**src/rtl/core/rtdc_pkg.sv**
```systemverilog
// rtdc_pkg: widths, constants, tables and types shared by the rtd code to temperature core
// no dependencies; imported by every module under rtl/core
`default_nettype none
package rtdc_pkg;

	localparam int CODE_W      = 15;
	localparam int CODE_BITS   = 15;
	localparam int R0_W        = 14;
	localparam int RREF_W      = 17;
	localparam int CFG_W       = 17;
	localparam int RATIO_SHIFT = 15;

	localparam int NUM_W  = CODE_BITS + RREF_W;
	localparam int DEN_W  = R0_W + RATIO_SHIFT;
	localparam int DVD_W  = DEN_W + 2;
	localparam int CMP_W  = (NUM_W > DVD_W) ? NUM_W : DVD_W;

	localparam int RDIV_STEPS = 32;
	localparam int Q_W        = 32;
	localparam int YQ_W       = 26;
	localparam int UQ_W       = 30;

	localparam int SQ_PROD_W  = 54;
	localparam int E_W        = 55;
	localparam int RAD_W      = 56;
	localparam int ROOT_W     = 28;
	localparam int SREM_W     = 30;
	localparam int SQRT_STEPS = 28;

	localparam int QNUM_W     = 47;
	localparam int QD_W       = 29;
	localparam int QT_W       = 20;
	localparam int QUOT_STEPS = 20;

	localparam int ACC_W  = 24;
	localparam int PP_W   = 55;
	localparam int MAG_W  = 28;
	localparam int RP_W   = 58;
	localparam int RSH    = 39;
	localparam int T_W    = 19;

	localparam int SQRT_LAT = SQRT_STEPS + 2;
	localparam int QUOT_LAT = QUOT_STEPS + 2;
	localparam int POLY_LAT = 14;
	localparam int POLY_PAD = SQRT_LAT + QUOT_LAT - POLY_LAT;

	localparam logic [R0_W-1:0]   R0_RESET   = 14'd1600;
	localparam logic [RREF_W-1:0] RREF_RESET = 17'd6880;

	localparam logic [E_W-1:0]    E_BASE      = 55'd1527480889 << 24;
	localparam logic [27:0]       FOUR_B_E14  = 28'd231000000;
	localparam logic [QD_W-1:0]   A_E7_Q12    = 29'd160083968;
	localparam logic [20:0]       T_SCALE     = 21'd1250000;
	localparam logic [29:0]       RECIP_1250  = 30'd439804652;
	localparam logic [MAG_W-1:0]  ROUND_HALF  = 28'd625;

	localparam logic signed [ACC_W-1:0] POLY_COEF [6] = '{
		-24'sd2420200, 24'sd2222800, 24'sd258590,
		-24'sd48260, -24'sd28183, 24'sd15243
	};

	localparam logic signed [T_W-1:0] T_MAX = 19'sd262143;
	localparam logic signed [T_W-1:0] T_MIN = -19'sd65536;

	typedef enum logic {
		REG_NOMINAL   = 1'b0,
		REG_REFERENCE = 1'b1
	} reg_idx_t;

	typedef struct packed {
		logic den_zero;
		logic root;
		logic over;
	} path_t;

	typedef struct packed {
		logic signed [T_W-1:0] temp;
		logic                  poly;
		logic                  err;
	} result_t;

endpackage
`default_nettype wire

```
**src/rtl/core/rtdc_out_buf.sv**
```systemverilog
// rtdc_out_buf: two-entry result buffer between the pipeline and the output channel
// full comes from the registered count, so the pipeline enable does not see the output stall; uses rtdc_pkg
`default_nettype none
module rtdc_out_buf (
	input  logic              clk,
	input  logic              arst_n,
	input  logic              push,
	input  rtdc_pkg::result_t push_data,
	input  logic              pop,
	output logic              full,
	output logic              valid,
	output rtdc_pkg::result_t head
);
	import rtdc_pkg::*;

	result_t    mem [2];
	logic       wr_ptr_q;
	logic       rd_ptr_q;
	logic [1:0] cnt_q;

	always_ff @(posedge clk or negedge arst_n) begin
		if (!arst_n) begin
			wr_ptr_q <= 1'b0;
			rd_ptr_q <= 1'b0;
			cnt_q    <= 2'd0;
		end else begin
			if (push) wr_ptr_q <= ~wr_ptr_q;
			if (pop) rd_ptr_q <= ~rd_ptr_q;
			unique case ({push, pop})
				2'b10:   cnt_q <= cnt_q + 2'd1;
				2'b01:   cnt_q <= cnt_q - 2'd1;
				default: cnt_q <= cnt_q;
			endcase
		end
	end

	always_ff @(posedge clk) begin
		if (push) mem[wr_ptr_q] <= push_data;
	end

	assign full  = (cnt_q == 2'd2);
	assign valid = (cnt_q != 2'd0);
	assign head  = mem[rd_ptr_q];

endmodule
`default_nettype wire

```
**config.mk**
```make
export PLATFORM = sky130hd
export DESIGN_NAME = rtdc_out_buf
export DESIGN_NICKNAME = d
export VERILOG_FILES = /design/src/rtl/core/rtdc_pkg.sv /design/src/rtl/core/rtdc_out_buf.sv
export SDC_FILE = /design/constraint.sdc
export NUM_CORES = 1
export LEC_CHECK = 0
export BUFFER_PORTS_ARGS = -buffer_cell sky130_fd_sc_hd__buf_2
export CAP_MARGIN = 10
export CORE_UTILIZATION = 50
export DETAILED_ROUTE_END_ITERATION = 8
export PLACE_DENSITY = 0.79
export SETUP_SLACK_MARGIN = 0.4
export SLEW_MARGIN = 20
export SYNTH_ARGS = -nofsm -noshare
export SYNTH_HDL_FRONTEND = slang
export SYNTH_SLANG_ARGS = --single-unit
```
**constraint.sdc**
```tcl
create_clock -name clk -period 2.25 [get_ports clk]
set_input_delay 0.225 -clock clk [delete_from_list [all_inputs] [get_ports clk]]
set_output_delay 0.225 -clock clk [all_outputs]
set_load 0.01 [all_outputs]
```
* After elaboration in Yosys (flattened, before gate mapping)
Memory sizes are Yosys's and may differ from the RTL's.
Cells that the tools add are included.
** Word-level totals
- Memory bits (read-only) :: 0
- Input port bits :: 25
- Bits in latches :: 0
- Bits in registers :: 4
- Memories :: 1
- Memory bits (writable) :: 42
- Word-level logic and storage cells :: 16
- Output and inout port bits :: 23
** Operators by class
- Reduce and logical (&&, ||, !) cells :: 2
- Order comparisons :: 0
- Multiplexer cells :: 3
- Multiply operators :: 0
- Div/mod/pow operators :: 0
- $add $sub $neg :: 2
- Bitwise logic cells :: 2
- Equality and inequality tests :: 3
- Shift operators :: 0
** Memories
- mem :: depth 2, bits a word 21, read ports 1, clocked after Yosys merged registers in 0, wr ports 1, RTL line rtdc_out_buf.sv:16 : result_t mem [2];
** Operators by type and width (number)
- $eq 2x2->1 const B :: 2
- $pmux 2 s2 :: 1
- $reduce_bool 2->1 :: 2
- $add 2x1->2 const B :: 1
- $eq 2x1->1 const B :: 1
- $mux 1 :: 2
- $not 1->1 :: 2
- $sub 2x1->2 const B :: 1

* Logic depth before layout (Yosys ltp)
- Depth in word-level cells :: 2
- Mapped depth :: 5
- Gate-level depth less buffers :: 5

* Worst setup path before layout
No wires, ideal clock.
- Kind :: reg2reg
- Start :: reg wr_ptr_q
- End :: mem mem[0][0] in the netlist's numbering (enable)
- Buffers on the path :: 0
- Clock period less this slack :: 1.704 ns
- Arrival :: 1.305 ns
- Setup slack :: 0.546 ns
- Data required time :: 1.851 ns
- Stages on the path, launching flop included :: 2
- Library setup time :: 0.399 ns
- Cell sequence :: dfrtp_1 > nor2_1
** RTL lines
- start: declaration :: RTL line rtdc_out_buf.sv:17 : logic wr_ptr_q;
- start signal: assignment :: RTL line rtdc_out_buf.sv:27 : if (push) wr_ptr_q <= ~wr_ptr_q;
- end: declaration :: RTL line rtdc_out_buf.sv:16
Straight into the memory's write port.

==> results.json <==
{
  "outcome": "complete, no violations",
  "nFillCells": 244,
  "core_sq_um": 3150,
  "yosysSeqAreaShare_pct": 79.6,
  "fin_area_sq_um": 2070,
  "ys_seq_elements": 46,
  "final-max-slew-violation-count": 0,
  "clk_latency_ns": 0.35,
  "cp.arrival_ns": 1.42,
  "period_needed_ns": 1.64,
  "cp_cell_sequence": "buf_4 > mux2_2 > buf_2",
  "placed_area_sq_um": 2010,
  "r2r_start": "wr_ptr_q$_DFFE_PN0P_",
  "cts_root_buffer": "clkbuf_4",
  "min_path_type": "in2reg",
  "critPathSlowestCell": "dfrtp_1",
  "p_comb_share_pct": 32.8,
  "setup_violations": 0,
  "clkPwrFrac_pct": 15.6,
  "ir_worst_vdd_v": 0.000748,
  "critical_path.max_stage_delay_ns": 0.36,
  "p_per_area_nw_per_um2": 1120,
  "worstPathRequired_ns": 2.03,
  "p_sw_share_pct": 29.6,
  "mostFrequentLayoutCells": "buf_2 (47), edfxtp_1 (42), mux2_2 (21)",
  "via_count": 868,
  "grt_usage_pct": 15.7,
  "crit_type": "reg2out",
  "synth_area_per_cell_sq_um": 21.1,
  "wirelength_um": 2590,
  "final_cells": 183,
  "die_h_um": 60.5,
  "layout.nets": 164,
  "slew_headroom_pct": 61.9,
  "routedWlPerCell_um": 14.1,
  "cts_tree": "yes",
  "h-tree-depth": 2,
  "fin_crit_sh_pct": 72.9,
  "portBuffers": 47,
  "tightest_slew_ns": 0.571,
  "critPathLaunch": "rd_ptr_q$_DFFE_PN0P_",
  "hold_viol": 0,
  "layout-drive-gt1-share_pct": 59.0,
  "viasPerCell": 4.74,
  "num_io_pins": 48,
  "gp_congestion": 0.642,
  "post_cts_buffers": 0,
  "end_kind": "primary output",
  "cap_violations": 0,
  "syn_inst": 81,
  "synth_warnings": 0,
  "pwr-share-seq_pct": 51.6,
  "syn_area_sq_um": 1710,
  "final_common_cell": "buf_2",
  "antenna_found_initial": 0,
  "cts_sinks": 46,
  "die_x_um": 60.5,
  "finalClockSkew_ns": 0.00167,
  "clkSlewWorstSetupHoldPaths_ns": 0.12,
  "tns_ns": 0,
  "synth.net_count": 107,
  "cts_resized": 0,
  "ant_nets": 0,
  "cts_max_path_buffers": 2,
  "antenna_cells": 0,
  "p_leak_nw": 0.805,
  "areaGrowthSynthToFinish_pct": 21.3,
  "cp_max_fo": 11,
  "hp-start": "push_data[14]",
  "grt_pass1_wl_um": 3860,
  "drtPass1Iterations": 3,
  "crit_family": "flip-flops",
  "report.power.total_mw": 2.33,
  "drt_iter0_markers": 19,
  "drc": 0,
  "overflow": 0,
  "cts_made_buffers": 5,
  "start_util_pct": 54.2,
  "dp.cells": 174,
  "p_int_mw": 1.64,
  "power_switching_mw": 0.691,
  "grt_setup_unrepaired": "false",
  "holdWs_ns": 0.0545,
  "synth.distinct_cells": 12,
  "start_kind": "flop",
  "fp.dieArea_sq_um": 3660,
  "grt_pass1_vias": 891,
  "rows": 20,
  "max_freq_mhz": 610,
  "grt_max_degree": 22,
  "critPathBufInv": 2
}
-- worst register-to-register path: stages, from the launching register on --
cell     delay, ns
dfrtp_1       0.43
nor2_2        0.48
buf_4         0.31
-- cell families after synthesis --
| family | share of synthesized area [%] |
|---|---|
| fa+ha+maj | 0.732 |
| mux | 13.8 |
| buf+inv | 1.54 |
| simple gates | 1.68 |
| xor+xnor | 2.56 |
| flops | 79.6 |
-- flip-flops by register name, summed over array words and instances (netlist names) --
register  flops
rd_ptr_q      1
cnt_q         2
mem          42
wr_ptr_q      1
-- path summary, 6_finish.rpt --
kind                            slack (ns)  depth (start not counted)                   end
worst min register to register        0.50                          1  cnt_q[1]$_DFFE_PN0P_
worst min-delay path                  0.05                          1  mem[0][14]$_DFFE_PP_
worst max-delay path                  0.61                          3              head[11]
max in group asynchronous             1.92                          2  rd_ptr_q$_DFFE_PN0P_
worst max register to register        0.74                          2   mem[0][0]$_DFFE_PP_
min in group asynchronous             0.20                          2  cnt_q[0]$_DFFE_PN0P_
-- routing by layer --
layer | track usage, % | wire, um | up-vias
met5 | 0 | 0 | -
met4 | 7.79 | 34 | 0
met3 | 4.90 | 169 | 3
met2 | 27.0 | 1300 | 37
met1 | 17.7 | 1090 | 405
li1 | - | - | 423
-- repair_timing --
action / 4_1_cts / 5_1_grt
endpoints found under the setup margin: 0 / 0
hold endpoints to repair: 4 / 0
hold buffers: 1 / 0
-- synthesized netlist by cell type (all sizes together) --
cell	number	area [sq um]
nor2	2	7.51
inv	1	3.75
xor2	3	26.3
xnor2	2	17.5
dfrtp	4	100
and2	1	6.26
edfxtp	42	1260
ha	1	12.5
or2	1	6.26
buf	2	22.5
and2b	1	8.76
mux2	21	236
-- through the flow --
step,util [%],setup WS [ns]
detailed placement,63.7,0.757
global placement,63.7,0.813
global route,65.8,0.514
finish,65.8,0.610
CTS,65.8,0.581
floorplan,-,0.546
-- power groups by stage --
stage / logic [mW] / registers (mW) / clock network (mW)
after CTS: 0.776 / 1.20 / 0.375
final: 0.765 / 1.20 / 0.363
after detailed placement: 0.770 / 1.23 / 0
after global placement: 0.756 / 1.21 / 0
after global routing: 0.832 / 1.23 / 0.401
after floorplan: 0.510 / 1.21 / 0
-- area by class of cell --
type	count	area (sq um)	share of cell area (%)
timing repair buffer	52	275	13.3
sequential	46	1360	65.7
multi-input combinational	32	324	15.6
clock inverter	3	16.3	0.785
inverter	1	3.75	0.181
clock buffer	5	37.5	1.81
tap	44	55.1	2.66
(Power assumes the default switching activity.)
