<file path="src/rtl/core/rtdc_pkg.sv">
// rtdc_pkg: widths, constants, tables and types shared by the rtd code to temperature core
// no dependencies; imported by every module under rtl/core
`default_nettype none
package rtdc_pkg;

	localparam int CODE_W      = 15;
	localparam int CODE_BITS   = 15;
	localparam int R0_W        = 14;
	localparam int RREF_W      = 17;
	localparam int CFG_W       = 17;
	localparam int RATIO_SHIFT = 15;

	localparam int NUM_W  = CODE_BITS + RREF_W;
	localparam int DEN_W  = R0_W + RATIO_SHIFT;
	localparam int DVD_W  = DEN_W + 2;
	localparam int CMP_W  = (NUM_W > DVD_W) ? NUM_W : DVD_W;

	localparam int RDIV_STEPS = 32;
	localparam int Q_W        = 32;
	localparam int YQ_W       = 26;
	localparam int UQ_W       = 30;

	localparam int SQ_PROD_W  = 54;
	localparam int E_W        = 55;
	localparam int RAD_W      = 56;
	localparam int ROOT_W     = 28;
	localparam int SREM_W     = 30;
	localparam int SQRT_STEPS = 28;

	localparam int QNUM_W     = 47;
	localparam int QD_W       = 29;
	localparam int QT_W       = 20;
	localparam int QUOT_STEPS = 20;

	localparam int ACC_W  = 24;
	localparam int PP_W   = 55;
	localparam int MAG_W  = 28;
	localparam int RP_W   = 58;
	localparam int RSH    = 39;
	localparam int T_W    = 19;

	localparam int SQRT_LAT = SQRT_STEPS + 2;
	localparam int QUOT_LAT = QUOT_STEPS + 2;
	localparam int POLY_LAT = 14;
	localparam int POLY_PAD = SQRT_LAT + QUOT_LAT - POLY_LAT;

	localparam logic [R0_W-1:0]   R0_RESET   = 14'd1600;
	localparam logic [RREF_W-1:0] RREF_RESET = 17'd6880;

	localparam logic [E_W-1:0]    E_BASE      = 55'd1527480889 << 24;
	localparam logic [27:0]       FOUR_B_E14  = 28'd231000000;
	localparam logic [QD_W-1:0]   A_E7_Q12    = 29'd160083968;
	localparam logic [20:0]       T_SCALE     = 21'd1250000;
	localparam logic [29:0]       RECIP_1250  = 30'd439804652;
	localparam logic [MAG_W-1:0]  ROUND_HALF  = 28'd625;

	localparam logic signed [ACC_W-1:0] POLY_COEF [6] = '{
		-24'sd2420200, 24'sd2222800, 24'sd258590,
		-24'sd48260, -24'sd28183, 24'sd15243
	};

	localparam logic signed [T_W-1:0] T_MAX = 19'sd262143;
	localparam logic signed [T_W-1:0] T_MIN = -19'sd65536;

	typedef enum logic {
		REG_NOMINAL   = 1'b0,
		REG_REFERENCE = 1'b1
	} reg_idx_t;

	typedef struct packed {
		logic den_zero;
		logic root;
		logic over;
	} path_t;

	typedef struct packed {
		logic signed [T_W-1:0] temp;
		logic                  poly;
		logic                  err;
	} result_t;

endpackage
`default_nettype wire

</file>
<file path="src/rtl/core/rtdc_sqrt.sv">
// rtdc_sqrt: forms the quadratic root argument and takes its integer square root,
// two radicand bits per stage; uses rtdc_pkg
`default_nettype none
module rtdc_sqrt (
	input  logic                         clk,
	input  logic                         arst_n,
	input  logic                         en,
	input  logic                         in_vld,
	input  logic [rtdc_pkg::YQ_W-1:0]    yq,
	input  rtdc_pkg::path_t              in_path,
	output logic                         out_vld,
	output logic [rtdc_pkg::ROOT_W-1:0]  root,
	output logic [rtdc_pkg::YQ_W-1:0]    out_yq,
	output rtdc_pkg::path_t              out_path
);
	import rtdc_pkg::*;

	logic                 vld_sa;
	logic [SQ_PROD_W-1:0] prod_sa;
	logic [YQ_W-1:0]      yq_sa;
	path_t                path_sa;

	logic [SQRT_STEPS:0]  vld_s;
	logic [RAD_W-1:0]     rad_s  [SQRT_STEPS+1];
	logic [SREM_W-1:0]    rem_s  [SQRT_STEPS+1];
	logic [ROOT_W-1:0]    root_s [SQRT_STEPS+1];
	logic [YQ_W-1:0]      yq_s   [SQRT_STEPS+1];
	path_t                path_s [SQRT_STEPS+1];
	logic [SREM_W-1:0]    rem_n  [SQRT_STEPS];
	logic [ROOT_W-1:0]    root_n [SQRT_STEPS];

	always_comb begin
		logic [SREM_W+1:0] remw;
		logic [SREM_W+1:0] trial;
		for (int k = 0; k < SQRT_STEPS; k++) begin
			remw  = {rem_s[k], rad_s[k][RAD_W-1 -: 2]};
			trial = (SREM_W+2)'({root_s[k], 2'b01});
			if (remw >= trial) begin
				rem_n[k]  = SREM_W'(remw - trial);
				root_n[k] = {root_s[k][ROOT_W-2:0], 1'b1};
			end else begin
				rem_n[k]  = remw[SREM_W-1:0];
				root_n[k] = {root_s[k][ROOT_W-2:0], 1'b0};
			end
		end
	end

	always_ff @(posedge clk or negedge arst_n) begin
		if (!arst_n) begin
			vld_sa <= 1'b0;
			vld_s  <= '0;
		end else if (en) begin
			vld_sa <= in_vld;
			vld_s  <= {vld_s[SQRT_STEPS-1:0], vld_sa};
		end
	end

	always_ff @(posedge clk) begin
		if (en) begin
			prod_sa <= SQ_PROD_W'(FOUR_B_E14) * SQ_PROD_W'(yq);
			yq_sa   <= yq;
			path_sa <= in_path;

			rad_s[0]  <= {1'b0, E_BASE - {1'b0, prod_sa}};
			rem_s[0]  <= '0;
			root_s[0] <= '0;
			yq_s[0]   <= yq_sa;
			path_s[0] <= path_sa;
			for (int k = 0; k < SQRT_STEPS; k++) begin
				rad_s[k+1]  <= {rad_s[k][RAD_W-3:0], 2'b00};
				rem_s[k+1]  <= rem_n[k];
				root_s[k+1] <= root_n[k];
				yq_s[k+1]   <= yq_s[k];
				path_s[k+1] <= path_s[k];
			end
		end
	end

	assign out_vld  = vld_s[SQRT_STEPS];
	assign root     = root_s[SQRT_STEPS];
	assign out_yq   = yq_s[SQRT_STEPS];
	assign out_path = path_s[SQRT_STEPS];

endmodule
`default_nettype wire

</file>
<file path="config.mk">
export PLATFORM = sky130hd
export DESIGN_NAME = rtdc_sqrt
export DESIGN_NICKNAME = d
export VERILOG_FILES = /design/src/rtl/core/rtdc_pkg.sv /design/src/rtl/core/rtdc_sqrt.sv
export SDC_FILE = /design/constraint.sdc
export NUM_CORES = 2
export LEC_CHECK = 0
export ABC_AREA = 1
export BUFFER_PORTS_ARGS = -buffer_cell sky130_fd_sc_hd__buf_2
export CORE_UTILIZATION = 40
export CTS_BUF_LIST = sky130_fd_sc_hd__clkbuf_8
export CTS_CLUSTER_SIZE = 24
export DETAILED_ROUTE_END_ITERATION = 6
export SLEW_MARGIN = 20
export SYNTH_ARGS = -nofsm -noshare
export SYNTH_HDL_FRONTEND = slang
export SYNTH_MEMORY_MAX_BITS = 65536
export SYNTH_SLANG_ARGS = --single-unit
</file>
<file path="constraint.sdc">
create_clock -name clk -period 2.92 [get_ports clk]
set_clock_uncertainty 0.2 [all_clocks]
set_input_delay 0.146 -clock clk [delete_from_list [all_inputs] [get_ports clk]]
set_output_delay 0.146 -clock clk [all_outputs]
set_load 0.02 [all_outputs]
</file>
# Word level (Yosys, flattened, before mapping)
# Memory sizes are Yosys's and may differ from the RTL's.
# Cells that the tools add are included.
totals:
  romBits: 0
  n_memories: 5
  input_bits: 33
  ff_bits: 107
  latch_bits: 0
  wordCells: 128
  ram_bits: 4147
op_classes:
  bitwise: 0
  add_sub_neg: 29
  n_reduce_logical: 0
  n_mux: 58
  div_mod_pow: 0
  n_eq_ne: 0
  magnitude_cmp: 28
  multipliers: 1
  shifts: 0
memory_table:
  columns: ["memory", "depth", "word_bits", "rd", "rd_ports_with_merged_regs", "wr", "line", "source"]
  rows:
  - ["rad_s", 29, 56, 28, 0, 29, "rtdc_sqrt.sv:24", "logic [RAD_W-1:0] rad_s [SQRT_STEPS+1];"]
  - ["rem_s", 29, 30, 28, 0, 29, "rtdc_sqrt.sv:25", "logic [SREM_W-1:0] rem_s [SQRT_STEPS+1];"]
  - ["root_s", 29, 28, 29, 0, 29, "rtdc_sqrt.sv:26", "logic [ROOT_W-1:0] root_s [SQRT_STEPS+1];"]
  - ["yq_s", 29, 26, 29, 0, 29, "rtdc_sqrt.sv:27", "logic [YQ_W-1:0] yq_s [SQRT_STEPS+1];"]
  - ["path_s", 29, 3, 29, 0, 29, "rtdc_sqrt.sv:28", "path_t path_s [SQRT_STEPS+1];"]
op_table:
  columns: ["op", "n"]
  rows:
  - ["$ge A32 B30 Y1", 28]
  - ["$mux W30", 28]
  - ["$sub A30 B30 Y30", 28]
  - ["$sub A55 B54 Y55 const A", 1]
  - ["$mul A22 B26 Y48 const A", 1]
  - ["$mux W1", 30]

# Logic depth before layout (Yosys ltp)
# An unclocked memory read counts as a cell.
depth:
  word_depth: 3
  mapped_depth: 26

# Least setup slack after synthesis
# OpenSTA, ideal clock, no wires.
synth_timing:
  kind: "input port to flip-flop"
  startpoint: "input yq[7] in the netlist's numbering"
  endpoint: "register prod_sa[49] (data pin)"
  slack_ns: -2.720
  cell_stages: 23
  arrival_ns: 5.188
  setup_time_ns: 0.252
  path_cell_list: "inv_1 > fa_1 > inv_1 > fa_1 > inv_1 > fa_1 > fa_1 > inv_1 > fa_1 > fa_1 > inv_1 > fa_1 > inv_1 > ha_1 > nand2_1 > nor2_1 > nand2_1 > nor2_1 > nand2_1 > nand3_1 > nand2_1 > nand3_1 > nand2_1"
synth_via:
  elab_chain_len: 1
synth_rtl:
  columns: ["element", "line", "source"]
  rows:
  - ["start: declaration", "rtdc_sqrt.sv:9", "input logic [rtdc_pkg::YQ_W-1:0] yq,"]
  - ["$mul A22 B26 Y48", "rtdc_sqrt.sv:60", "prod_sa <= SQ_PROD_W'(FOUR_B_E14) * SQ_PROD_W'(yq);"]
  - ["end signal: assignment", "rtdc_sqrt.sv:60", null]
  - ["end: declaration", "rtdc_sqrt.sv:19", "logic [SQ_PROD_W-1:0] prod_sa;"]
# Every way passes these cells.
# A chain may end at the register's enable or synchronous reset.

# Final worst setup path
layout_timing:
  startpoint: "input yq[20] in the netlist's numbering"
  endpoint: "register prod_sa[47] (data pin)"
# Same word-level chain as after synthesis.

==> flow_summary.ini <==
[logic_synthesis]
yosys_warnings = 0
ys_seq_elements = 2737
netlist_area_sq_um = 142800
yosysSeqAreaShare = 0.5744
syn_area_per_cell_sq_um = 9.808
synth_top_area_share = 0.5692
synth_cell_types = 62
ys_top_cells_by_area = edfxtp_1 57%, nand2_1 11%, inv_1 6.8%
postSynthCellCount = 14560
syn-num-nets = 15480
synth_top_area_cell = edfxtp_1

[floorplan]
die_w_um = 599.5
core_area_sq_um = 355700
ios = 91
num_rows = 219
dieHeight_um = 599.5
start_util = 0.4015
dieArea_sq_um = 359400

[sta]
timing.fmax_mhz = 207.2
fin_crit_ns = 4.826
slew_headroom = 0.5650
hold_ws_ns = 0.08191
hold_violations = 0
totalNegativeSetupSlack_ns = -65.05
setup_viol = 41
worst_slew_pin_slew_ns = 0.6456
post-route-period-util = 1.653
drv_slew = 0
setup_slack_ns = -1.906
rsz0062_at_grt = yes

[route]
drc_errors = 30
wl_per_cell_um = 17.51
viasPerCell = 4.734
vias = 98470
dr.pass1.iters = 7
detail-route-antenna-nets = 0
drtIter0Drc = 6437
wl_um = 364200

[layout]
drive_gt1_frac = 0.1243
multi_input_area_sq_um = 52320
area_growth_pct = 16.14
nets = 16590
final_common_cell = nand2_1
fin_util = 0.4663
layout_common_cells = 4210 x nand2_1, 2707 x edfxtp_1, 2603 x inv_1, 1060 x nor2_1, 718 x nand3_1
nFillCells = 33930
seq_area_sq_um = 82040

[global_route]
grt_max_degree = 115
antenna_found_initial = 3
track_usage = 0.2018
overflow = 0
grt_first_pass_wirelength_um = 561800
grt_pass1_vias = 97960

[pwr]
ir_drop_mv = 3.904
cellPowerDensity_nw_per_um2 = 1030
leakage_nw = 73.75

[clock_network]
cts_root_buffer = clkbuf_8
cts_buffers = 446
cts_tree = yes
cts_sinks = 2737
clock_path_buffers = 4
clk_latency_ns = 1.12
htreeDepth = 5
path_clk_slew_ns = 0.06

[placed_design]
gp_congestion = 0.9193
port_buffers = 90
post-dp-hpwl_um = 283800

[hold_path]
min_path_type = input pin to flop

[job]
max_cap_viol_count = 0

[worst_setup_path]
cp_common_cell = fa_1
critical_path.startpoint_type = input pin
path_delay_family = adder cells
arrival_ns = 5.42
cp_slowest_cell = fa_1
worstPathCellList = buf_8 -> clkinvlp_4 -> fa_1 -> inv_2 -> fa_1 -> inv_2 -> fa_1 -> inv_2 -> fa_1 -> fa_2 -> fa_1 -> inv_2 -> fa_1 -> inv_2 -> ha_4 -> nand2_8 -> nor2_4 -> nand2_2 -> inv_1 -> nand2_2 -> nand3_4 -> nand2_2 -> nand3_2 -> nand2_1
cp.buffers_inverters = 8
end_kind = flop
crit_fanout = 4
reg2reg_setup_slack_ns = 0.18
critPathRequiredTime_ns = 3.51
max_stage_delay_ns = 0.57
setup.worst_path.class = input pin to flop

[status]
status = complete, but fails checks
violations = design-rule violations, negative setup slack
routing by layer:
metal | GRT usage | wire, um
met3 | 0.02405 | 14510
met4 | 0.06819 | 12340
met5 | 0 | 0
met1 | 0.2629 | 162400
met2 | 0.3479 | 175000
cell usage after synthesis (all sizes together):
master,count
a211oi,2
a21boi,7
a21o,9
a21oi,558
a31o,1
a31oi,6
and2,35
and3,6
buf,96
clkbuf,8
clkinv,3
conb,1
dfrtp,30
edfxtp,2707
fa,218
ha,669
inv,2624
mux2,2
nand2,4369
nand3,762
nand3b,80
nand4,190
nor2,1147
nor3,158
nor3b,7
nor4,23
o2111ai,1
o211ai,8
o21a,6
o21ai,358
o21bai,43
o31ai,2
or2,24
or3,2
xnor2,138
xor2,262
state kept, by name (all words and copies together), names as in the netlist:
register and count:
yq_s 754, path_sa 3, root_s 406, prod_sa 47
yq_sa 26, path_s 87, vld_sa 1, rad_s 624
rem_s 760, vld_s 29
path summary, 6_finish.rpt:
kind	start	endpoint	depth (start not counted)
worst max-delay path	yq[20]	prod_sa[47]	24
worst min-delay path	yq[1]	prod_sa[11]	8
worst max register to register	root_s[0][197]	rem_s[0][266]	11
min in group asynchronous	arst_n	vld_s[24]	5
worst min register to register	yq_s[12][26]	yq_s[13][0]	0
max in group asynchronous	arst_n	vld_s[5]	5
cell families after synthesis:
family,synth area share
mux,0.0001577
simple gates,0.1976
other cells,0.00002626
xor+xnor,0.02453
buf+inv,0.07484
flops,0.5744
compound gates,0.03927
fa+ha+maj,0.08917
worst register-to-register path: stages, from the launching register on:
cell and delay, ns:
edfxtp_1 0.47, inv_1 0.08, ha_1 0.36, a21oi_1 0.26
o21ai_2 0.11, buf_4 0.16, nand2_1 0.05, nand2_1 0.12
a21oi_1 0.41, nand2_1 0.11, nand2_1 0.08, a21oi_1 0.06
report_power, final:
group	total [mW]	leakage [nW]	internal, mW	switching, mW
Sequential	53.3	26.4	50.2	3.12
Combinational	84.7	42.4	35.6	49.1
Clock	32.9	4.95	17.2	15.8
final cells by class:
class	count	area share
Inverter	2627	0.05978
Tap cell	4751	0.03584
Timing Repair Buffer	768	0.04114
Antenna cell	3	0.00004526
Sequential cell	2737	0.4946
Multi-Input combinational cell	9094	0.3154
Clock buffer	449	0.03726
Clock inverter	372	0.01592
repair_timing:
item / CTS / global route
pin swaps: 120 / 118
setup buffers: 17 / 32
hold endpoints to repair: 2801 / 1
gates resized for setup: 201 / 229
setup endpoints to repair: 41 / 62
hold buffers: 72 / 1
through the flow:
| step | area (sq um) | instances | power, mW | worst slack [ns] |
|---|---|---|---|---|
| after floorplan | 143800 | 14560 | 97.23 | -2.436 |
| after global placement | 154400 | 19860 | 123.9 | -3.104 |
| after detailed placement | 154400 | 19860 | 123.8 | -3.122 |
| after CTS | 164800 | 20770 | 163.9 | -1.794 |
| after global routing | 165900 | 20800 | 182.5 | -2.026 |
| final | 165900 | 20800 | 170.9 | -1.906 |
Power figures use the tool's default switching activity.
