[src/rtl/core/rtdc_pkg.sv]
// rtdc_pkg: widths, constants, tables and types shared by the rtd code to temperature core
// no dependencies; imported by every module under rtl/core
`default_nettype none
package rtdc_pkg;

	localparam int CODE_W      = 15;
	localparam int CODE_BITS   = 15;
	localparam int R0_W        = 14;
	localparam int RREF_W      = 17;
	localparam int CFG_W       = 17;
	localparam int RATIO_SHIFT = 15;

	localparam int NUM_W  = CODE_BITS + RREF_W;
	localparam int DEN_W  = R0_W + RATIO_SHIFT;
	localparam int DVD_W  = DEN_W + 2;
	localparam int CMP_W  = (NUM_W > DVD_W) ? NUM_W : DVD_W;

	localparam int RDIV_STEPS = 32;
	localparam int Q_W        = 32;
	localparam int YQ_W       = 26;
	localparam int UQ_W       = 30;

	localparam int SQ_PROD_W  = 54;
	localparam int E_W        = 55;
	localparam int RAD_W      = 56;
	localparam int ROOT_W     = 28;
	localparam int SREM_W     = 30;
	localparam int SQRT_STEPS = 28;

	localparam int QNUM_W     = 47;
	localparam int QD_W       = 29;
	localparam int QT_W       = 20;
	localparam int QUOT_STEPS = 20;

	localparam int ACC_W  = 24;
	localparam int PP_W   = 55;
	localparam int MAG_W  = 28;
	localparam int RP_W   = 58;
	localparam int RSH    = 39;
	localparam int T_W    = 19;

	localparam int SQRT_LAT = SQRT_STEPS + 2;
	localparam int QUOT_LAT = QUOT_STEPS + 2;
	localparam int POLY_LAT = 14;
	localparam int POLY_PAD = SQRT_LAT + QUOT_LAT - POLY_LAT;

	localparam logic [R0_W-1:0]   R0_RESET   = 14'd1600;
	localparam logic [RREF_W-1:0] RREF_RESET = 17'd6880;

	localparam logic [E_W-1:0]    E_BASE      = 55'd1527480889 << 24;
	localparam logic [27:0]       FOUR_B_E14  = 28'd231000000;
	localparam logic [QD_W-1:0]   A_E7_Q12    = 29'd160083968;
	localparam logic [20:0]       T_SCALE     = 21'd1250000;
	localparam logic [29:0]       RECIP_1250  = 30'd439804652;
	localparam logic [MAG_W-1:0]  ROUND_HALF  = 28'd625;

	localparam logic signed [ACC_W-1:0] POLY_COEF [6] = '{
		-24'sd2420200, 24'sd2222800, 24'sd258590,
		-24'sd48260, -24'sd28183, 24'sd15243
	};

	localparam logic signed [T_W-1:0] T_MAX = 19'sd262143;
	localparam logic signed [T_W-1:0] T_MIN = -19'sd65536;

	typedef enum logic {
		REG_NOMINAL   = 1'b0,
		REG_REFERENCE = 1'b1
	} reg_idx_t;

	typedef struct packed {
		logic den_zero;
		logic root;
		logic over;
	} path_t;

	typedef struct packed {
		logic signed [T_W-1:0] temp;
		logic                  poly;
		logic                  err;
	} result_t;

endpackage
`default_nettype wire

[src/rtl/core/rtdc_quot.sv]
// rtdc_quot: root path result, round(yq * 1250000 / (a + s)) by a pipelined
// restoring divider with one quotient bit per stage; uses rtdc_pkg
`default_nettype none
module rtdc_quot (
	input  logic                         clk,
	input  logic                         arst_n,
	input  logic                         en,
	input  logic                         in_vld,
	input  logic [rtdc_pkg::YQ_W-1:0]    yq,
	input  logic [rtdc_pkg::ROOT_W-1:0]  root,
	input  rtdc_pkg::path_t              in_path,
	output logic                         out_vld,
	output logic [rtdc_pkg::QT_W-1:0]    quotient,
	output rtdc_pkg::path_t              out_path
);
	import rtdc_pkg::*;

	logic              vld_sa;
	logic [QNUM_W-1:0] prod_sa;
	logic [QD_W-1:0]   d_sa;
	path_t             path_sa;
	logic [QNUM_W-1:0] num_sa;

	logic [QUOT_STEPS:0] vld_s;
	logic [QD_W-1:0]     rem_s  [QUOT_STEPS+1];
	logic [QT_W-1:0]     lo_s   [QUOT_STEPS+1];
	logic [QT_W-1:0]     q_s    [QUOT_STEPS+1];
	logic [QD_W-1:0]     d_s    [QUOT_STEPS+1];
	path_t               path_s [QUOT_STEPS+1];
	logic [QD_W-1:0]     rem_n  [QUOT_STEPS];
	logic [QT_W-1:0]     q_n    [QUOT_STEPS];

	assign num_sa = prod_sa + QNUM_W'(d_sa >> 1);

	always_comb begin
		logic [QD_W:0] remw;
		for (int k = 0; k < QUOT_STEPS; k++) begin
			remw = {rem_s[k], lo_s[k][QT_W-1]};
			if (remw >= {1'b0, d_s[k]}) begin
				rem_n[k] = QD_W'(remw - {1'b0, d_s[k]});
				q_n[k]   = {q_s[k][QT_W-2:0], 1'b1};
			end else begin
				rem_n[k] = remw[QD_W-1:0];
				q_n[k]   = {q_s[k][QT_W-2:0], 1'b0};
			end
		end
	end

	always_ff @(posedge clk or negedge arst_n) begin
		if (!arst_n) begin
			vld_sa <= 1'b0;
			vld_s  <= '0;
		end else if (en) begin
			vld_sa <= in_vld;
			vld_s  <= {vld_s[QUOT_STEPS-1:0], vld_sa};
		end
	end

	always_ff @(posedge clk) begin
		if (en) begin
			prod_sa <= QNUM_W'(yq) * QNUM_W'(T_SCALE);
			d_sa    <= A_E7_Q12 + QD_W'(root);
			path_sa <= in_path;

			rem_s[0]  <= QD_W'(num_sa[QNUM_W-1:QT_W]);
			lo_s[0]   <= num_sa[QT_W-1:0];
			q_s[0]    <= '0;
			d_s[0]    <= d_sa;
			path_s[0] <= path_sa;
			for (int k = 0; k < QUOT_STEPS; k++) begin
				rem_s[k+1]  <= rem_n[k];
				lo_s[k+1]   <= {lo_s[k][QT_W-2:0], 1'b0};
				q_s[k+1]    <= q_n[k];
				d_s[k+1]    <= d_s[k];
				path_s[k+1] <= path_s[k];
			end
		end
	end

	assign out_vld  = vld_s[QUOT_STEPS];
	assign quotient = q_s[QUOT_STEPS];
	assign out_path = path_s[QUOT_STEPS];

endmodule
`default_nettype wire

[config.mk]
export PLATFORM = sky130hd
export DESIGN_NAME = rtdc_quot
export DESIGN_NICKNAME = d
export VERILOG_FILES = /design/src/rtl/core/rtdc_pkg.sv /design/src/rtl/core/rtdc_quot.sv
export SDC_FILE = /design/constraint.sdc
export NUM_CORES = 2
export LEC_CHECK = 0
export ABC_AREA = 1
export BUFFER_PORTS_ARGS = -buffer_cell sky130_fd_sc_hd__buf_2
export CAP_MARGIN = 15
export CORE_MARGIN = 2
export CORE_UTILIZATION = 45
export DETAILED_ROUTE_END_ITERATION = 10
export SLEW_MARGIN = 20
export SYNTH_ARGS = -nofsm -noshare
export SYNTH_HDL_FRONTEND = slang
export SYNTH_SLANG_ARGS = --single-unit
[constraint.sdc]
create_clock -name clk -period 2 [get_ports clk]
set_clock_uncertainty 0.1 [all_clocks]
set_input_delay 0.1 -clock clk [delete_from_list [all_inputs] [get_ports clk]]
set_output_delay 0.1 -clock clk [all_outputs]
set_load 0.05 [all_outputs]
-- Word-level counts from Yosys, hierarchy flattened
Memories as Yosys holds them, arrays and structs flattened.
Index checks and enable logic that the tools add are counted.
- add/subtract/negate cells: 22
- $mul: 1
- magnitude comparators: 20
- muxes and demuxes: 42
- operator list (operator ; count):
    greater-or-equal comparator 30 x 29 -> 1 bit ; 20
    2-to-1 mux 29 bit ; 20
    subtractor 29 bit ; 20
    adder 47 x 28 -> 47 bit ; 1
    multiplier 26 x 17 -> 43 bit, second input constant ; 1
    adder 28 x 28 -> 29 bit, first input constant ; 1
    2-to-1 mux 1 bit ; 22
- register bits: 97
- memory bits (writable): 2121
- input bits: 61
- output and inout bits: 24
- logic and storage cells: 97
- memories kept: 5
- memory list (name ; depth ; width ; read ports ; clocked after memory_dff ; write ports ; RTL line ; RTL):
    d_s ; 21 ; 29 ; 20 ; 0 ; 21 ; rtdc_quot.sv:28 ; logic [QD_W-1:0] d_s [QUOT_STEPS+1];
    rem_s ; 21 ; 29 ; 20 ; 0 ; 21 ; rtdc_quot.sv:25 ; logic [QD_W-1:0] rem_s [QUOT_STEPS+1];
    lo_s ; 21 ; 20 ; 20 ; 0 ; 21 ; rtdc_quot.sv:26 ; logic [QT_W-1:0] lo_s [QUOT_STEPS+1];
    q_s ; 21 ; 20 ; 21 ; 0 ; 21 ; rtdc_quot.sv:27 ; logic [QT_W-1:0] q_s [QUOT_STEPS+1];
    path_s ; 21 ; 3 ; 21 ; 0 ; 21 ; rtdc_quot.sv:29 ; path_t path_s [QUOT_STEPS+1];

-- Logic depth before layout (Yosys ltp)
An unclocked memory read counts as a cell.
- word-level depth: 3
- depth in mapped cells: 23
- mapped depth without buffers: 23

-- Least setup slack after synthesis
OpenSTA, ideal clock, no wires.
- kind: input to register
- from: in yq[4] (netlist bit)
- to: reg prod_sa[46], data pin
- library setup time: 252 ps
- data arrival time: 4064 ps
- data required time: 1648 ps
- path slack: -2416 ps
- stages: 21
- buffers on the path: 0
- cells stage by stage: ha_1 -> ha_1 -> inv_1 -> fa_1 -> inv_1 -> fa_1 -> fa_1 -> inv_1 -> fa_1 -> inv_1 -> ha_1 -> nand2_1 -> inv_1 -> a21oi_1 -> nand2_1 -> nand2_1 -> nand3_1 -> nand2_1 -> nand2_1 -> nand2_1 -> nand2_1
- longest elaborated chain between the ends: 1
- RTL lines (what ; RTL line ; RTL):
    start: declaration ; rtdc_quot.sv:9 ; input logic [rtdc_pkg::YQ_W-1:0] yq,
    multiplier 26 x 17 -> 43 bit ; rtdc_quot.sv:61 ; prod_sa <= QNUM_W'(yq) * QNUM_W'(T_SCALE);
    end signal: assignment ; rtdc_quot.sv:61 ;
    end: declaration ; rtdc_quot.sv:19 ; logic [QNUM_W-1:0] prod_sa;
No other way between the ends.
A chain may end at the register's enable or synchronous reset.

-- Worst setup path after layout
- from: in yq[12] (netlist bit)
- to: reg prod_sa[39], data pin
Same word-level chain as after synthesis.

==> impl_metrics.env <==
export IMPL_core_um2=254000
export IMPL_ys_types=46
export IMPL_dpl_hpwl_um=293000
export IMPL_synth_edff_count=1642
export IMPL_cpMostUsedCell="inv_2"
export IMPL_setup_viol=649
export IMPL_grt_usage_pct=28.8
export IMPL_synth_nets=15700
export IMPL_slew_limit_headroom_pct=53.3
export IMPL_grt_overflow_total=0
export IMPL_violations="negative hold slack, negative setup slack"
export IMPL_final_cell_mix="4378 x nand2_1, 3511 x buf_4, 2817 x inv_1"
export IMPL_powerDensity_nw_per_um2=1640
export IMPL_grt_max_degree=124
export IMPL_h_tree_depth=4
export IMPL_seq_area_frac_synth_pct=43.4
export IMPL_final_common_cell="nand2_1"
export IMPL_die_y_um=509
export IMPL_grt_pass1_vias=106000
export IMPL_fmax_ghz=0.274
export IMPL_clockBufferDepth=3
export IMPL_slowest_delay_ps=540
export IMPL_hold_path_class="in -> reg"
export IMPL_final_min_clock_period_ps=3650
export IMPL_cp_end_kind="register"
export IMPL_dp_slack_ps=-2660
export IMPL_start_util_pct=45.2
export IMPL_cp_arrival_ps=4140
export IMPL_fin_ws_ps=-1650
export IMPL_worst_pin_slew_ps=700
export IMPL_ys_warn_count=0
export IMPL_slew_viol_final=0
export IMPL_wl_um=388000
export IMPL_synthFlopType="edfxtp_1"
export IMPL_rsz0062_at_grt="true"
export IMPL_synth_seq_cells=1664
export IMPL_route_detailed_drc=0
export IMPL_cts_made_buffers=186
export IMPL_clock_latency_ps=890
export IMPL_path_max_fanout=4
export IMPL_cts_root_buffer_cell="clkbuf_16"
export IMPL_path_cells="buf_8, ha_4, ha_4, inv_4, fa_1, inv_2, fa_2, fa_1, inv_2, fa_1, inv_2, ha_4, nand2_4, nor2_4, inv_2, nor3_2, nand2_1, nand2_2, nand3b_1, nand3_1, nand2_1"
export IMPL_period_share_pct=183
export IMPL_wl_per_cell_um=17.4
export IMPL_ys_async_sr_fraction_pct=1.32
export IMPL_path_buf_inv=6
export IMPL_dr_total_vias=109000
export IMPL_cts_tree="built"
export IMPL_status="finished with violations"
export IMPL_whs_ps=-8.70
export IMPL_dr_pass1_iters=7
export IMPL_synthCells=14700
export IMPL_cp_slowest_cell="fa_1"
export IMPL_leakage_nw=86.3
export IMPL_synth_area_um2=115000
export IMPL_cap_violations=0
export IMPL_io_pins=85
export IMPL_worstSetupPathType="in -> reg"
export IMPL_areaGrowthSynthToFinish_pct=50.1
export IMPL_rows=185
export IMPL_critPathTopFamily="adder cells"
export IMPL_drt_iter0_markers=8173
export IMPL_antenna_left=0
export IMPL_postLayoutCoreUtil_pct=67.9
export IMPL_place_congestion=0.961
export IMPL_vias_per_cell=4.90
export IMPL_die_area_um2=259000
export IMPL_die_w_um=509
export IMPL_antenna_found_initial=4
export IMPL_worst_setup_path_start_kind="primary input"
export IMPL_finalNetCount=19800
export IMPL_clock_sinks=1664
export IMPL_vdd_drop_max_uv=2200
export IMPL_fillers=20300
export IMPL_drive_gt1_share_pct=36.5
export IMPL_io_buffers=84
export IMPL_grt_pass1_wl_um=583000
export IMPL_timing_hold_violations_final=1
export IMPL_avgSynthCellArea_um2=7.81
export IMPL_worstPathRequired_ps=2490
export IMPL_clk_pin_slew_ps=60
## worst min-delay path: stages
cell     delay, ps
buf_2          100
o21ai_0        140
nand2_1        120
nand2_1        100
nand2_2         90
nand2_2         90
nand2_1         60
nand2_1         70
## timing repair
| action | 4_1_cts | 5_1_grt |
|---|---|---|
| gates cloned | 50 | 20 |
| resized for setup | 1428 | 1441 |
| hold endpoints to repair | 1475 | 0 |
| endpoints found under the setup margin | 646 | 656 |
| hold buffers | 79 | 0 |
| pin swaps | 582 | 615 |
| setup buffers | 394 | 290 |
## flip-flops by register name (all words and copies together) (netlist names)
name     cells
prod_sa     43
lo_s       136
q_s        210
path_sa      3
path_s      63
vld_sa       1
vld_s       21
d_s        580
rem_s      578
d_sa        29
## power breakdown
part	switching [W]	internal [W]
Combinational	0.0999	0.0875
Sequential	0.00856	0.0518
Clock	0.0152	0.0196
Total	0.124	0.159
## metal layers
| metal | wire [µm] | up-vias | global-route usage (%) |
|---|---|---|---|
| met5 | 0 | - | 0 |
| met4 | 13500 | 0 | 8.88 |
| met3 | 21000 | 656 | 3.09 |
| met2 | 185000 | 2968 | 48.9 |
| met1 | 168000 | 51100 | 38.7 |
| li1 | - | 54500 | - |
## Yosys cell counts (47+ instances only)
cell	count	area share, %
nand3_1	1315	5.7
fa_1	148	2.6
nand2_1	5218	17
ha_1	817	8.9
a21oi_1	383	1.7
nand4_1	145	0.79
edfxtp_1	1642	43
inv_1	3158	10
nand3_2	51	0.44
nor2_1	806	2.6
xor2_1	246	1.9
nor2_2	47	0.26
buf_6	55	0.54
buf_4	60	0.39
nor3_1	85	0.37
nand3b_1	129	0.84
o21ai_0	96	0.42
## final cells by class
class	instances	area [µm²]	area share (%)
tap	3366	4210	2.44
sequential	1664	49900	28.9
clock buffer	216	4770	2.77
inverter	3186	12000	6.95
clock inverter	131	1450	0.843
antenna	2	5.00	0.00290
multi-input combinational	9726	67200	39.0
timing repair buffer	3977	32800	19.1
## path summary, 6_finish.rpt
path,start,slack (ps),endpoint,depth (start not counted)
setup / recovery,yq[12],-1650,prod_sa[39],21
hold / removal,root[14],-9,d_sa[19],8
hold reg to reg,lo_s[0][109],290,lo_s[0][130],0
setup reg to reg,lo_s[1][99],-510,rem_s[3][41],13
max in group asynchronous,arst_n,1460,vld_s[7],4
min in group asynchronous,arst_n,160,vld_s[20],4
## logic make-up after synthesis
family                   after synthesis  synth area share (%)
AND/OR/NAND/NOR                     7894                  28.8
buffers and inverters               3336                  11.5
flip-flops                          1664                  43.4
adder cells (fa/ha/maj)              965                  11.5
AO/OA/AOI/OAI                        561                  2.64
XOR/XNOR                             285                  2.17
multiplexers                           2                0.0196
## stage by stage
step / cell area, µm² / TNS, ps / instances / power, W
after CTS: 164000 / -239780 / 22000 / 0.261
after detailed placement: 147000 / -331130 / 21100 / 0.207
after global routing: 172000 / -309790 / 22300 / 0.302
after global placement: 147000 / -326150 / 21100 / 0.206
final: 172000 / -256210 / 22300 / 0.282
after floorplan: 119000 / -64950 / 14700 / 0.141
No activity file was read; power rests on OpenSTA's default activity.
